==> src/hw/rtl/ptss_pkg.sv <==
`timescale 1ns / 1ps
// shared types, sizes and codes of the periodic task slot scheduler
package ptss_pkg;

  // table geometry
  localparam int NUM_SLOTS   = 16;
  localparam int PERIOD_BITS = 16;
  localparam int MAX_OUT     = 16;

  // derived internal widths
  localparam int SLOT_W  = (NUM_SLOTS > 1) ? $clog2(NUM_SLOTS) : 1;
  localparam int TOTAL_W = $clog2(NUM_SLOTS + 1);
  localparam int EMIT_W  = $clog2(MAX_OUT + 1);

  // request queue between front and back, depth is a power of two
  localparam int QUEUE_DEPTH = 2;
  localparam int QPTR_W      = $clog2(QUEUE_DEPTH);
  localparam int QCNT_W      = $clog2(QUEUE_DEPTH + 1);

  // fixed port widths
  localparam int REQ_W      = 2;
  localparam int ID_W       = 8;
  localparam int PERIOD_W   = 16;
  localparam int STATUS_W   = 3;
  localparam int SLOT_IDX_W = 4;
  localparam int COUNT_W    = 5;

  typedef enum logic [REQ_W-1:0] {
    REQ_CONNECT    = 2'd0,
    REQ_DISCONNECT = 2'd1,
    REQ_TICK       = 2'd2,
    REQ_RUN        = 2'd3
  } req_e;

  typedef enum logic [STATUS_W-1:0] {
    STS_OK         = 3'd0,
    STS_INVALID    = 3'd1,
    STS_ACTIVE     = 3'd2,
    STS_NOT_ACTIVE = 3'd3,
    STS_FULL       = 3'd4
  } status_e;

  typedef logic [ID_W-1:0]        task_id_t;
  typedef logic [PERIOD_BITS-1:0] period_t;

  // classified request handed from front to back
  typedef struct packed {
    req_e     req;
    logic     id_zero;
    task_id_t id;
    period_t  period;
  } cmd_t;

  // one result as driven on the output ports
  typedef struct packed {
    logic                  valid;
    status_e               status;
    logic                  task_valid;
    task_id_t              run_id;
    logic [SLOT_IDX_W-1:0] slot;
    logic [COUNT_W-1:0]    count;
    logic                  last;
  } result_t;

endpackage

==> src/hw/rtl/ptss_front.sv <==
`timescale 1ns / 1ps
// request front end: classifies requests and queues them for the back end
module ptss_front import ptss_pkg::*; (
  input  logic                clk_i,
  input  logic                rst_ni,
  input  logic                start_i,
  input  logic [REQ_W-1:0]    req_type_i,
  input  logic [ID_W-1:0]     task_id_i,
  input  logic [PERIOD_W-1:0] period_i,
  output logic                busy_o,
  output logic                cmd_valid_o,
  output cmd_t                cmd_o,
  input  logic                cmd_pop_i
);

  cmd_t              queue_q [QUEUE_DEPTH];
  logic [QPTR_W-1:0] wr_ptr_q, wr_ptr_d;
  logic [QPTR_W-1:0] rd_ptr_q, rd_ptr_d;
  logic [QCNT_W-1:0] fill_q, fill_d;
  logic              push;
  cmd_t              cmd_new;

  // classify the incoming request
  always_comb begin
    cmd_new.req     = req_e'(req_type_i);
    cmd_new.id_zero = (task_id_i == '0);
    cmd_new.id      = task_id_i;
    cmd_new.period  = PERIOD_BITS'(period_i);
  end

  assign busy_o      = (fill_q == QCNT_W'(QUEUE_DEPTH));
  assign push        = start_i && !busy_o;
  assign cmd_valid_o = (fill_q != '0);
  assign cmd_o       = queue_q[rd_ptr_q];

  // queue pointers and fill level
  always_comb begin
    wr_ptr_d = push ? wr_ptr_q + QPTR_W'(1) : wr_ptr_q;
    rd_ptr_d = cmd_pop_i ? rd_ptr_q + QPTR_W'(1) : rd_ptr_q;
    fill_d   = fill_q + QCNT_W'(push) - QCNT_W'(cmd_pop_i);
  end

  always_ff @(posedge clk_i or negedge rst_ni) begin
    if (!rst_ni) begin
      wr_ptr_q <= '0;
      rd_ptr_q <= '0;
      fill_q   <= '0;
    end else begin
      wr_ptr_q <= wr_ptr_d;
      rd_ptr_q <= rd_ptr_d;
      fill_q   <= fill_d;
    end
  end

  // queue storage
  always_ff @(posedge clk_i) begin
    if (push) begin
      queue_q[wr_ptr_q] <= cmd_new;
    end
  end

endmodule

==> src/hw/rtl/ptss_back.sv <==
`timescale 1ns / 1ps
// back end: slot table and the one-slot-per-cycle scan engine
module ptss_back import ptss_pkg::*; (
  input  logic    clk_i,
  input  logic    rst_ni,
  input  logic    cmd_valid_i,
  input  cmd_t    cmd_i,
  output logic    cmd_pop_o,
  output result_t res_o
);

  localparam logic [1:0] ST_IDLE = 2'd0;
  localparam logic [1:0] ST_SCAN = 2'd1;
  localparam logic [1:0] ST_FIN  = 2'd2;

  // slot table
  task_id_t task_q   [NUM_SLOTS];
  period_t  reload_q [NUM_SLOTS];
  period_t  count_q  [NUM_SLOTS];
  logic     ready_q  [NUM_SLOTS];
  logic [TOTAL_W-1:0] total_q, total_d;

  // scan control
  logic [1:0]        state_q, state_d;
  cmd_t              cmd_q, cmd_d;
  logic [SLOT_W-1:0] idx_q, idx_d;
  logic              dup_q, dup_d;
  logic              free_ok_q, free_ok_d;
  logic [SLOT_W-1:0] free_idx_q, free_idx_d;
  logic              held_q, held_d;
  task_id_t          held_id_q, held_id_d;
  logic [SLOT_W-1:0] held_slot_q, held_slot_d;
  logic [EMIT_W-1:0] emit_n_q, emit_n_d;
  result_t           res_q, res_d;

  // table write controls
  logic              tbl_we;
  logic [SLOT_W-1:0] tbl_idx;
  task_id_t          tbl_task;
  period_t           tbl_period;
  logic              cnt_we;
  period_t           cnt_wd;
  logic              rdy_set, rdy_clr;

  // current slot view
  task_id_t          cur_task;
  period_t           cur_cnt, cur_rel;
  logic              cur_rdy, occupied, hit, last_slot;
  logic              dup_now, free_hit, free_ok_now;
  logic [SLOT_W-1:0] free_idx_now;

  function automatic result_t mk_res(status_e st, logic tv, task_id_t id,
                                     logic [SLOT_W-1:0] slot, logic lst);
    result_t r;
    r            = '0;
    r.valid      = 1'b1;
    r.status     = st;
    r.task_valid = tv;
    r.run_id     = id;
    r.slot       = SLOT_IDX_W'(slot);
    r.last       = lst;
    return r;
  endfunction

  assign cur_task  = task_q[idx_q];
  assign cur_cnt   = count_q[idx_q];
  assign cur_rel   = reload_q[idx_q];
  assign cur_rdy   = ready_q[idx_q];
  assign occupied  = (cur_task != '0);
  assign hit       = (cur_task == cmd_q.id);
  assign last_slot = (idx_q == SLOT_W'(NUM_SLOTS - 1));

  // lowest free slot and duplicate tracking for connect
  assign dup_now      = dup_q | hit;
  assign free_hit     = !occupied && !free_ok_q;
  assign free_ok_now  = free_ok_q | free_hit;
  assign free_idx_now = free_hit ? idx_q : free_idx_q;

  // scan sequencer
  always_comb begin
    state_d     = state_q;
    cmd_d       = cmd_q;
    idx_d       = idx_q;
    dup_d       = dup_q;
    free_ok_d   = free_ok_q;
    free_idx_d  = free_idx_q;
    held_d      = held_q;
    held_id_d   = held_id_q;
    held_slot_d = held_slot_q;
    emit_n_d    = emit_n_q;
    total_d     = total_q;
    res_d       = '0;
    cmd_pop_o   = 1'b0;
    tbl_we      = 1'b0;
    tbl_idx     = idx_q;
    tbl_task    = '0;
    tbl_period  = '0;
    cnt_we      = 1'b0;
    cnt_wd      = '0;
    rdy_set     = 1'b0;
    rdy_clr     = 1'b0;

    unique case (state_q)
      ST_IDLE: begin
        if (cmd_valid_i) begin
          cmd_pop_o = 1'b1;
          cmd_d     = cmd_i;
          idx_d     = '0;
          dup_d     = 1'b0;
          free_ok_d = 1'b0;
          held_d    = 1'b0;
          emit_n_d  = '0;
          state_d   = ST_SCAN;
          // bad id or full table answers at once
          if ((cmd_i.req == REQ_CONNECT &&
               (cmd_i.id_zero || total_q >= TOTAL_W'(NUM_SLOTS))) ||
              (cmd_i.req == REQ_DISCONNECT && cmd_i.id_zero)) begin
            res_d   = mk_res(STS_INVALID, 1'b0, '0, '0, 1'b1);
            state_d = ST_IDLE;
          end
        end
      end

      ST_SCAN: begin
        idx_d = idx_q + SLOT_W'(1);
        case (cmd_q.req)
          REQ_CONNECT: begin
            dup_d      = dup_now;
            free_ok_d  = free_ok_now;
            free_idx_d = free_idx_now;
            if (last_slot) begin
              state_d = ST_IDLE;
              if (dup_now) begin
                res_d = mk_res(STS_ACTIVE, 1'b0, '0, '0, 1'b1);
              end else if (free_ok_now) begin
                tbl_we     = 1'b1;
                tbl_idx    = free_idx_now;
                tbl_task   = cmd_q.id;
                tbl_period = cmd_q.period;
                total_d    = total_q + TOTAL_W'(1);
                res_d      = mk_res(STS_OK, 1'b0, '0, free_idx_now, 1'b1);
              end else begin
                res_d = mk_res(STS_FULL, 1'b0, '0, '0, 1'b1);
              end
            end
          end

          REQ_DISCONNECT: begin
            if (hit) begin
              tbl_we  = 1'b1;
              total_d = total_q - TOTAL_W'(total_q != '0);
              res_d   = mk_res(STS_OK, 1'b0, '0, idx_q, 1'b1);
              state_d = ST_IDLE;
            end else if (last_slot) begin
              res_d   = mk_res(STS_NOT_ACTIVE, 1'b0, '0, '0, 1'b1);
              state_d = ST_IDLE;
            end
          end

          REQ_TICK: begin
            if (occupied && cur_cnt != '0) begin
              cnt_we = 1'b1;
              if (cur_cnt == PERIOD_BITS'(1)) begin
                rdy_set = 1'b1;
                cnt_wd  = cur_rel;
              end else begin
                cnt_wd = cur_cnt - PERIOD_BITS'(1);
              end
            end
            if (last_slot) begin
              res_d   = mk_res(STS_OK, 1'b0, '0, '0, 1'b1);
              state_d = ST_IDLE;
            end
          end

          default: begin
            // run: emit the previously found task, hold the new one
            if (occupied && cur_rdy) begin
              rdy_clr = 1'b1;
              if (held_q) begin
                res_d = mk_res(STS_OK, 1'b1, held_id_q, held_slot_q, 1'b0);
              end
              held_d      = 1'b1;
              held_id_d   = cur_task;
              held_slot_d = idx_q;
              emit_n_d    = emit_n_q + EMIT_W'(1);
            end
            if (last_slot || emit_n_d == EMIT_W'(MAX_OUT)) begin
              state_d = ST_FIN;
            end
          end
        endcase
      end

      ST_FIN: begin
        // final result of a run carries the last mark
        if (held_q) begin
          res_d = mk_res(STS_OK, 1'b1, held_id_q, held_slot_q, 1'b1);
        end else begin
          res_d = mk_res(STS_OK, 1'b0, '0, '0, 1'b1);
        end
        state_d = ST_IDLE;
      end

      default: begin
        state_d = ST_IDLE;
      end
    endcase

    res_d.count = COUNT_W'(total_d);
  end

  // control and result registers
  always_ff @(posedge clk_i or negedge rst_ni) begin
    if (!rst_ni) begin
      state_q   <= ST_IDLE;
      total_q   <= '0;
      idx_q     <= '0;
      dup_q     <= 1'b0;
      free_ok_q <= 1'b0;
      held_q    <= 1'b0;
      emit_n_q  <= '0;
      res_q     <= '0;
    end else begin
      state_q   <= state_d;
      total_q   <= total_d;
      idx_q     <= idx_d;
      dup_q     <= dup_d;
      free_ok_q <= free_ok_d;
      held_q    <= held_d;
      emit_n_q  <= emit_n_d;
      res_q     <= res_d;
    end
  end

  // request payload registers
  always_ff @(posedge clk_i) begin
    cmd_q       <= cmd_d;
    free_idx_q  <= free_idx_d;
    held_id_q   <= held_id_d;
    held_slot_q <= held_slot_d;
  end

  // slot table, cleared at reset
  always_ff @(posedge clk_i or negedge rst_ni) begin
    if (!rst_ni) begin
      for (int i = 0; i < NUM_SLOTS; i++) begin
        task_q[i]   <= '0;
        reload_q[i] <= '0;
        count_q[i]  <= '0;
        ready_q[i]  <= 1'b0;
      end
    end else begin
      if (tbl_we) begin
        task_q[tbl_idx]   <= tbl_task;
        reload_q[tbl_idx] <= tbl_period;
        count_q[tbl_idx]  <= tbl_period;
      end else if (cnt_we) begin
        count_q[idx_q] <= cnt_wd;
      end
      if (rdy_set) begin
        ready_q[idx_q] <= 1'b1;
      end else if (rdy_clr) begin
        ready_q[idx_q] <= 1'b0;
      end
    end
  end

  assign res_o = res_q;

endmodule

==> src/hw/rtl/periodic_task_slot_scheduler.sv <==
`timescale 1ns / 1ps
// top level of the periodic task slot scheduler
//
// usage:
//   a request (connect, disconnect, tick, run) is taken at a rising edge with
//   start high and busy low; up to two requests wait in a queue, busy is high
//   while that queue is full
//   results appear on the result ports for one cycle each, flagged by
//   out_strobe_o; last_o marks the final result of a request
//   the receiver cannot hold results off, every strobe is a delivered result
// timing:
//   the back end walks the slot table one slot per cycle
//   connect, tick and unknown disconnect: the result follows the walk of the whole table
//   disconnect of a present id: the result comes once the walk reaches its slot
//   run: one result per ready task while walking
//   rejected id or full table: answered at once, with no walk
//   requests are carried out one after another; the queue still takes new
//   requests while the back end walks the table
// reset:
//   asynchronous, active low; clears the whole slot table, the count of
//   connected tasks and the queue, no clearing pass is needed
module periodic_task_slot_scheduler import ptss_pkg::*; (
  input  logic                  clk_i,
  input  logic                  rst_ni,
  input  logic                  start,
  output logic                  busy,
  input  logic [REQ_W-1:0]      req_type_i,
  input  logic [ID_W-1:0]       task_id_i,
  input  logic [PERIOD_W-1:0]   period_i,
  output logic                  out_strobe_o,
  output logic [STATUS_W-1:0]   status_o,
  output logic                  task_valid_o,
  output logic [ID_W-1:0]       run_task_id_o,
  output logic [SLOT_IDX_W-1:0] slot_index_o,
  output logic [COUNT_W-1:0]    active_count_o,
  output logic                  last_o
);

  logic    cmd_valid;
  logic    cmd_pop;
  cmd_t    cmd;
  result_t res;

  // request classification and queue
  ptss_front u_front (
    .clk_i       (clk_i),
    .rst_ni      (rst_ni),
    .start_i     (start),
    .req_type_i  (req_type_i),
    .task_id_i   (task_id_i),
    .period_i    (period_i),
    .busy_o      (busy),
    .cmd_valid_o (cmd_valid),
    .cmd_o       (cmd),
    .cmd_pop_i   (cmd_pop)
  );

  // slot table and scan engine
  ptss_back u_back (
    .clk_i       (clk_i),
    .rst_ni      (rst_ni),
    .cmd_valid_i (cmd_valid),
    .cmd_i       (cmd),
    .cmd_pop_o   (cmd_pop),
    .res_o       (res)
  );

  // result ports
  assign out_strobe_o   = res.valid;
  assign status_o       = res.status;
  assign task_valid_o   = res.task_valid;
  assign run_task_id_o  = res.run_id;
  assign slot_index_o   = res.slot;
  assign active_count_o = res.count;
  assign last_o         = res.last;

endmodule

==> config.mk <==
export PLATFORM = sky130hd
export DESIGN_NAME = periodic_task_slot_scheduler
export DESIGN_NICKNAME = d
export VERILOG_FILES = /design/src/hw/rtl/ptss_pkg.sv /design/src/hw/rtl/ptss_front.sv /design/src/hw/rtl/ptss_back.sv /design/src/hw/rtl/periodic_task_slot_scheduler.sv
export SDC_FILE = /design/constraint.sdc
export NUM_CORES = 1
export LEC_CHECK = 0
export BUFFER_PORTS_ARGS = -buffer_cell sky130_fd_sc_hd__buf_2
export CELL_PAD_IN_SITES_DETAIL_PLACEMENT = 0
export CELL_PAD_IN_SITES_GLOBAL_PLACEMENT = 1
export CORE_AREA = 2 2 285 259
export CTS_BUF_LIST = sky130_fd_sc_hd__clkbuf_4
export CTS_CLUSTER_DIAMETER = 120
export DETAILED_ROUTE_END_ITERATION = 8
export DIE_AREA = 0 0 287 261
export PLACE_DENSITY_LB_ADDON = 0.1
export SLEW_MARGIN = 15
export SYNTH_ARGS = -nofsm -noshare
export SYNTH_HDL_FRONTEND = slang
export SYNTH_SLANG_ARGS = --single-unit
==> constraint.sdc <==
create_clock -name clk_i -period 4.4 [get_ports clk_i]
set_clock_uncertainty 0.1 [all_clocks]
set_input_delay 1.1 -clock clk_i [delete_from_list [all_inputs] [get_ports clk_i]]
set_output_delay 1.1 -clock clk_i [all_outputs]
set_load 0.01 [all_outputs]
After elaboration in Yosys (flattened, before gate mapping)

Memory sizes are Yosys's and may differ from the RTL's.
Index checks and enable logic that the tools add are counted.

Bits in registers: 739
RAM bits: 54
Output and inout port bits: 24
Logic and storage cells: 274
Memories kept: 1

Memories:

| name            | depth | width | rd ports | clocked after Yosys merged registers in | wr ports | line             | source |
|---|---|---|---|---|---|---|---|
| u_front.queue_q | 2     | 27    | 1        | 0                                       | 1        | ptss_front.sv:16 | `cmd_t queue_q [QUEUE_DEPTH];` |

Add/subtract/negate cells: 9
$lt $le $gt $ge: 5
Equality and inequality tests: 19
Multiplexer cells: 109
Bitwise gates (word level): 8
Reductions and logical operators: 37

Operator list:

| operator              | count |
|---|---|
| $bwmux 256            | 3 |
| $mux 256              | 2 |
| $mux 16               | 17 |
| $mux 23               | 9 |
| $pmux 23 s3           | 2 |
| $bmux 16 s4           | 2 |
| $bwmux 128            | 1 |
| $demux 16 s4          | 2 |
| $mux 8                | 8 |
| $mux 5                | 9 |
| $bmux 8 s4            | 1 |
| $demux 8 s4           | 1 |
| $mux 1                | 28 |
| $mux 4                | 7 |
| $mux 22               | 1 |
| $pmux 5 s2            | 2 |
| $mux 19               | 1 |
| $and 16x16->16        | 1 |
| $eq 16x1->1 const B   | 1 |
| $not 16->16           | 1 |
| $or 16x16->16         | 1 |
| $reduce_bool 16->1    | 1 |
| $sub 16x1->16 const B | 1 |
| $ge 5x5->1 const B    | 3 |
| other kinds (38)      | 82 |

Logic depth before layout (Yosys ltp)

Depth after elaboration: 20
Gate-level depth with buffers: 17
Depth with buffers taken out: 10

By module

From an unflattened synthesis, not the netlist that was laid out.

Cell total of the unflattened synthesis: 3,089
Area, all modules: 37,755.0 um^2

Modules (own cells, without submodules):

| module     | times used | cells each | area an instance (um^2) | sequential area each (um^2) |
|---|---|---|---|---|
| ptss_back  | 1          | 2,985      | 35,582.9                | 18,602.8 |
| ptss_front | 1          | 104        | 2,172.1                 | 1,721.7 |

Worst setup path before layout

No wires, ideal clock.

Path kind: register -> register
Start: reg u_back.idx_q[0]
End: reg u_back.count_q[241] (netlist name)
Library setup time: 0.124 ns
Arrival: 3.812 ns
Required time: 4.176 ns
Slack: 0.364 ns
Stages on the path, launching flop included: 17
Clock period less this slack: 4.036 ns
Cell sequence: dfrtp_1 -> buf_6 -> buf_6 -> buf_6 -> buf_6 -> buf_6 -> buf_4 -> buf_2 -> buf_2 -> mux4_2 -> mux4_2 -> inv_1 -> mux2i_1 -> nand3_1 -> buf_2 -> nor3_1 -> a211o_1

Longest elaborated chain between the ends: 20
Elaborated cells between the ends (all ways): 61
Those cells by class: add/sub (1); order compare (4); eq/ne (3); mux (41); bitwise (4); reduce/logical (8)

RTL lines:

| what                                                                  | line                             | source |
|---|---|---|
| from (decl)                                                           | ptss_back.sv:26                  | `logic [SLOT_W-1:0] idx_q, idx_d;` |
| from (signal assigned)                                                | ptss_back.sv:227                 | `idx_q <= idx_d;` |
| $not 4->5 (not written as such)                                       | -                                |  |
| $bmux 8 s4                                                            | ptss_back.sv:65                  | `assign cur_task = task_q[idx_q];` |
| $mux 8 (not written as such) (2 in series)                            | ptss_back.sv:65                  |  |
| $reduce_bool 8->1                                                     | ptss_back.sv:69                  | `assign occupied = (cur_task != '0);` |
| $logic_not 1->1                                                       | ptss_back.sv:75                  | `assign free_hit = !occupied && !free_ok_q;` |
| $logic_and 1x1->1                                                     | ptss_back.sv:75                  |  |
| $mux 4 / $or 1x1->1 (equally long branches)                           | ptss_back.sv:77, ptss_back.sv:76 |  |
| $mux 4                                                                | ptss_back.sv:135                 | `end else if (free_ok_now) begin` |
| [3 not listed]                                                        | -                                |  |
| $mux 4                                                                | ptss_back.sv:103                 | `unique case (state_q)` |
| $not 4->5 (not written as such)                                       | ptss_back.sv:257                 | `count_q[tbl_idx] <= tbl_period;` |
| $ge 5x5->1 (not written as such) / $lt 5x1->1 (equally long branches) | ptss_back.sv:257                 |  |
| $logic_and 1x1->1 (not written as such)                               | ptss_back.sv:257                 |  |
| $mux 16 (not written as such)                                         | ptss_back.sv:257                 |  |
| $demux 16 s4                                                          | ptss_back.sv:257                 |  |
| $bwmux 256                                                            | ptss_back.sv:257                 |  |
| $mux 256                                                              | ptss_back.sv:254                 | `if (tbl_we) begin` |
| to (signal, indexed assignment)                                       | ptss_back.sv:257                 |  |
| to (signal, indexed assignment)                                       | ptss_back.sv:259                 | `count_q[idx_q] <= cnt_wd;` |
| to (decl)                                                             | ptss_back.sv:19                  | `period_t count_q [NUM_SLOTS];` |

Parallel ways exist; a longest one is shown, timed or not. The select of a mux whose other input is x is not followed.
A chain may end at the register's enable or synchronous reset.

Worst setup path in the final report

Start: reg u_back.idx_q[0]
End: reg u_back.reload_q[56] (netlist name)

Longest elaborated chain between the ends: 19
Elaborated cells between the ends (all ways): 35
Those cells by class: order compare (2); eq/ne (2); mux (23); bitwise (4); reduce/logical (4)

RTL lines:

| what                                                                  | line                             | source |
|---|---|---|
| $not 4->5 (not written as such)                                       | ptss_back.sv:65                  |  |
| $bmux 8 s4                                                            | ptss_back.sv:65                  |  |
| $mux 8 (not written as such) (2 in series)                            | ptss_back.sv:65                  |  |
| $reduce_bool 8->1                                                     | ptss_back.sv:69                  |  |
| $logic_not 1->1                                                       | ptss_back.sv:75                  |  |
| $logic_and 1x1->1                                                     | ptss_back.sv:75                  |  |
| $mux 4 / $or 1x1->1 (equally long branches)                           | ptss_back.sv:77, ptss_back.sv:76 |  |
| $mux 4                                                                | ptss_back.sv:135                 |  |
| [2 not listed]                                                        | -                                |  |
| $mux 4                                                                | ptss_back.sv:126                 | `case (cmd_q.req)` |
| $mux 4                                                                | ptss_back.sv:103                 |  |
| $not 4->5 (not written as such)                                       | ptss_back.sv:256                 | `reload_q[tbl_idx] <= tbl_period;` |
| $ge 5x5->1 (not written as such) / $lt 5x1->1 (equally long branches) | ptss_back.sv:256                 |  |
| $logic_and 1x1->1 (not written as such)                               | ptss_back.sv:256                 |  |
| $mux 16 (not written as such)                                         | ptss_back.sv:256                 |  |
| $demux 16 s4                                                          | ptss_back.sv:256                 |  |
| $bwmux 256                                                            | ptss_back.sv:256                 |  |
| to (signal, indexed assignment)                                       | ptss_back.sv:256                 |  |
| to (decl)                                                             | ptss_back.sv:18                  | `period_t reload_q [NUM_SLOTS];` |

Parallel ways exist; a longest one is shown, timed or not. The select of a mux whose other input is x is not followed.

==> flow_summary_export.csv <==
group,metric,value,unit
run_status,status,"complete, no violations",
clocking,htreeDepth,4,
global_route,grt_pass1_vias,32800,
die,die_h,261,um
sta,fin_crit,4370,ps
global_route,grt_util_all_layers,40.2,%
worst_setup_path,critPathLaunchType,"flop",
logic_synthesis,seq_area_frac_synth,52.8,%
placement,io_buffers,52,
sta,rsz0062_at_grt,"yes",
detailed_routing,wire_per_inst,31.7,um
clocking,cts.clk_slew.worst_paths,70,ps
detailed_routing,remaining_drc_errors,0,
detailed_routing,ant_nets,0,
sta,maxSlewViolCount,0,
layout,fillers,5744,
global_route,antenna_found_initial,6,
die,die_x,287,um
clocking,cts_tree,"done",
die,rows,94,
worst_setup_path,critPathCaptureType,"flop",
placement,dp_hpwl,99.4,mm
power,leakage,21.0,nW
layout,ff_latch_area,20300,um2
logic_synthesis,synth_edf_count,96,
worst_setup_path,startpoint,"u_back.idx_q[0]$_DFFE_PN0P_",
hold_path,hold_class,"in2reg",
detailed_routing,drt_wl_total,150,mm
layout,finalNonFillerCells,4745,
clocking,cts_sinks,793,
layout,mostFrequentLayoutCells,"dfrtp_1 (694), o21ai_0 (575), buf_4 (316)",
worst_setup_path,cp_slowest_cell,"dfrtp_4",
clocking,clk_path_buf_depth,3,
layout,areaGrowthSynthToFinish,19.9,%
global_route,grt_pass1_wl,219,mm
global_route,grt_max_degree,95,
logic_synthesis,synth_cells,3240,
worst_setup_path,path_buf_inv,7,
logic_synthesis,synth_nets,3284,
clocking,clock-root-buffer,"clkbuf_4",
sta,setup_tns,0,ps
power,p_total,20.5,mW
placement,routabilityCongestion,0.976,
worst_setup_path,path_class,"reg2reg",
logic_synthesis,yosysWarnings,0,
power,peakVddDrop,443,uV
sta,hold_ws,93.2,ps
worst_setup_path,worstPathArrival,5260,ps
detailed_routing,via_count,32800,
placement,dp.cells,4354,
die,core_area,72200,um2
worst_setup_path,worstPathRequired,5290,ps
layout,final_nets,3662,
sta,finalHoldViolations,0,
logic_synthesis,syn_area,38500,um2
power,power.density,445,nW/um2
detailed_routing,via_per_inst,6.92,
layout,layout_commonest_cell,"dfrtp_1",
sta,fmax,229,MHz
worst_setup_path,crit_family,"compound AO/OA/AOI/OAI gates",
detailed_routing,dr.pass1.iters,6,
sta,fin_crit_sh,99.2,%
run,max_cap_viol_count,0,
worst_setup_path,reg2reg_from,"u_back.idx_q[0]$_DFFE_PN0P_",
clocking,clk_latency,1100,ps
detailed_routing,drtIter0Drc,4496,
logic_synthesis,ys_types,80,
sta,tightest_slew,994,ps
logic_synthesis,async_flop_share,87.9,%
hold_path,min_from,"period_i[3]",
sta,slew-limit-headroom,33.7,%
logic_synthesis,synth_flop_cell,"dfrtp_1",
die,dieArea,74900,um2
worst_setup_path,crit_chain,"buf_12, mux2i_1, a22oi_1, buf_4, a21oi_1, buf_4, a32oi_1, a2111oi_4, nor2_2, buf_4, a2111oi_4, buf_6, buf_12, o22ai_4, buf_12, nand2b_1, o21ai_0",
logic_synthesis,yosys_register_bits,793,
sta,finalSetupViolCount,0,
worst_setup_path,worst-path-max-fanout,15,
layout,multi_input_comb_area,16900,um2
die,io_pins,53,
clocking,cts_buffers,207,
logic_synthesis,synth_area_per_cell,11.9,um2
die,start_util,53.3,%
worst_setup_path,slowest_delay,520,ps
global_route,grt_overflow,0,
layout,drive_gt1_share,31.3,%
## metal layers
layer  track usage (%)  share of wire [%]  vias up
li1                  -                  -    13300
met1              54.9                 39    16800
met2              59.3                 44     2327
met3              12.6                 12      395
met4              18.3                4.2        2
met5             0.875              0.037        -
## logic make-up (layout without fill, tap and decap cells)
logic type | after synthesis | count (layout) | share of synthesized area (%)
buf+inv | 349 | 887 | 4.22
mux | 290 | 290 | 13.5
other cells | 0 | 7 | 0
flops | 793 | 793 | 52.8
simple gates | 671 | 671 | 9.35
fa+ha+maj | 15 | 15 | 0.507
xor+xnor | 34 | 34 | 0.774
compound gates | 1088 | 1088 | 18.8
## stage by stage
stage / setup WS, ps / utilization, % / area (um2)
after global routing: -73.9 / 63.9 / 46100
after CTS: 41.7 / 63.4 / 45800
after floorplan: 364 / - / 38500
after detailed placement: -302 / 59.6 / 43000
final: 33.0 / 63.9 / 46200
after global placement: -294 / 59.6 / 43000
## cells in the mapped netlist (3+ instances only)
master	instances	share of area (%)
o22a_1	3	0.068
a21oi_1	18	0.23
xor2_1	8	0.18
a21o_1	72	1.4
buf_4	17	0.33
xnor2_1	26	0.59
buf_1	19	0.19
and2_1	34	0.55
o2111ai_1	3	0.068
mux2i_1	60	1.6
edfxtp_1	96	7.5
buf_6	22	0.64
dfrtp_1	697	45
nor2b_1	9	0.15
a2111oi_0	3	0.068
nand2b_1	8	0.13
o21ai_1	53	0.69
nand4_1	3	0.049
a21oi_2	15	0.34
mux4_2	179	10
nor3_2	59	1.5
buf_2	67	0.87
nand3b_1	4	0.078
a22oi_1	17	0.33
a211o_2	5	0.13
o22ai_1	12	0.20
inv_1	30	0.29
nor4_1	7	0.11
nor3_1	294	3.8
ha_1	14	0.46
o31ai_1	4	0.078
a2111oi_2	5	0.20
and3_1	9	0.15
o21ai_0	577	7.5
nand3_1	15	0.20
mux2_2	46	1.3
mux2_1	5	0.15
o211ai_1	6	0.12
nor2_2	6	0.098
clkbuf_1	193	1.9
nand2_1	111	1.1
a221o_1	152	4.0
nor2_1	93	0.91
a211o_1	115	2.6
## sequential cells by signal, summed over array words and instances, names as in the netlist, 4 cells and up, named ones only
signal              count
u_back.cmd_q           26
u_back.count_q        256
u_back.emit_n_q         5
u_back.free_idx_q       4
u_back.held_id_q        8
u_back.held_slot_q      4
u_back.idx_q            4
u_back.reload_q       256
u_back.res_o           18
u_back.task_q         128
u_back.total_q          5
u_front.queue_q        54
## area by class of cell
class                           count  area share [%]
Antenna cell                        7          0.0380
Clock buffer                      303            4.93
Clock inverter                     66           0.846
Inverter                           31           0.252
Multi-Input combinational cell   2098            36.5
Sequential cell                   793            44.1
Tap cell                          960            2.60
Timing Repair Buffer              487            10.8
## report_power, final
part	internal, mW	switching (mW)
Combinational	2.10	3.51
Clock	3.39	3.21
Sequential	7.88	0.455
Total	13.4	7.18
## timing repair
action	4_1_cts	5_1_grt
gates resized for setup	17	37
endpoints found under the hold margin	19	0
buffers inserted	0	12
gates cloned	0	2
setup endpoints to repair	37	477
hold buffers	1	0
pin swaps	1	5
## worst paths after layout
path	end	slack [ps]	cells after the start
setup / recovery	u_back.reload_q[56]$_DFFE_PN0P_	30	17
hold / removal	u_front.queue_q[0][3]$_DFFE_PP_	90	1
setup reg to reg	u_back.reload_q[56]$_DFFE_PN0P_	30	17
hold reg to reg	u_back.res_o[11]$_DFF_PN0_	360	1
max in group asynchronous	u_back.res_o[10]$_DFF_PN0_	2530	3
min in group asynchronous	u_back.task_q[73]$_DFFE_PN0P_	560	2
(Power assumes the default switching activity.)
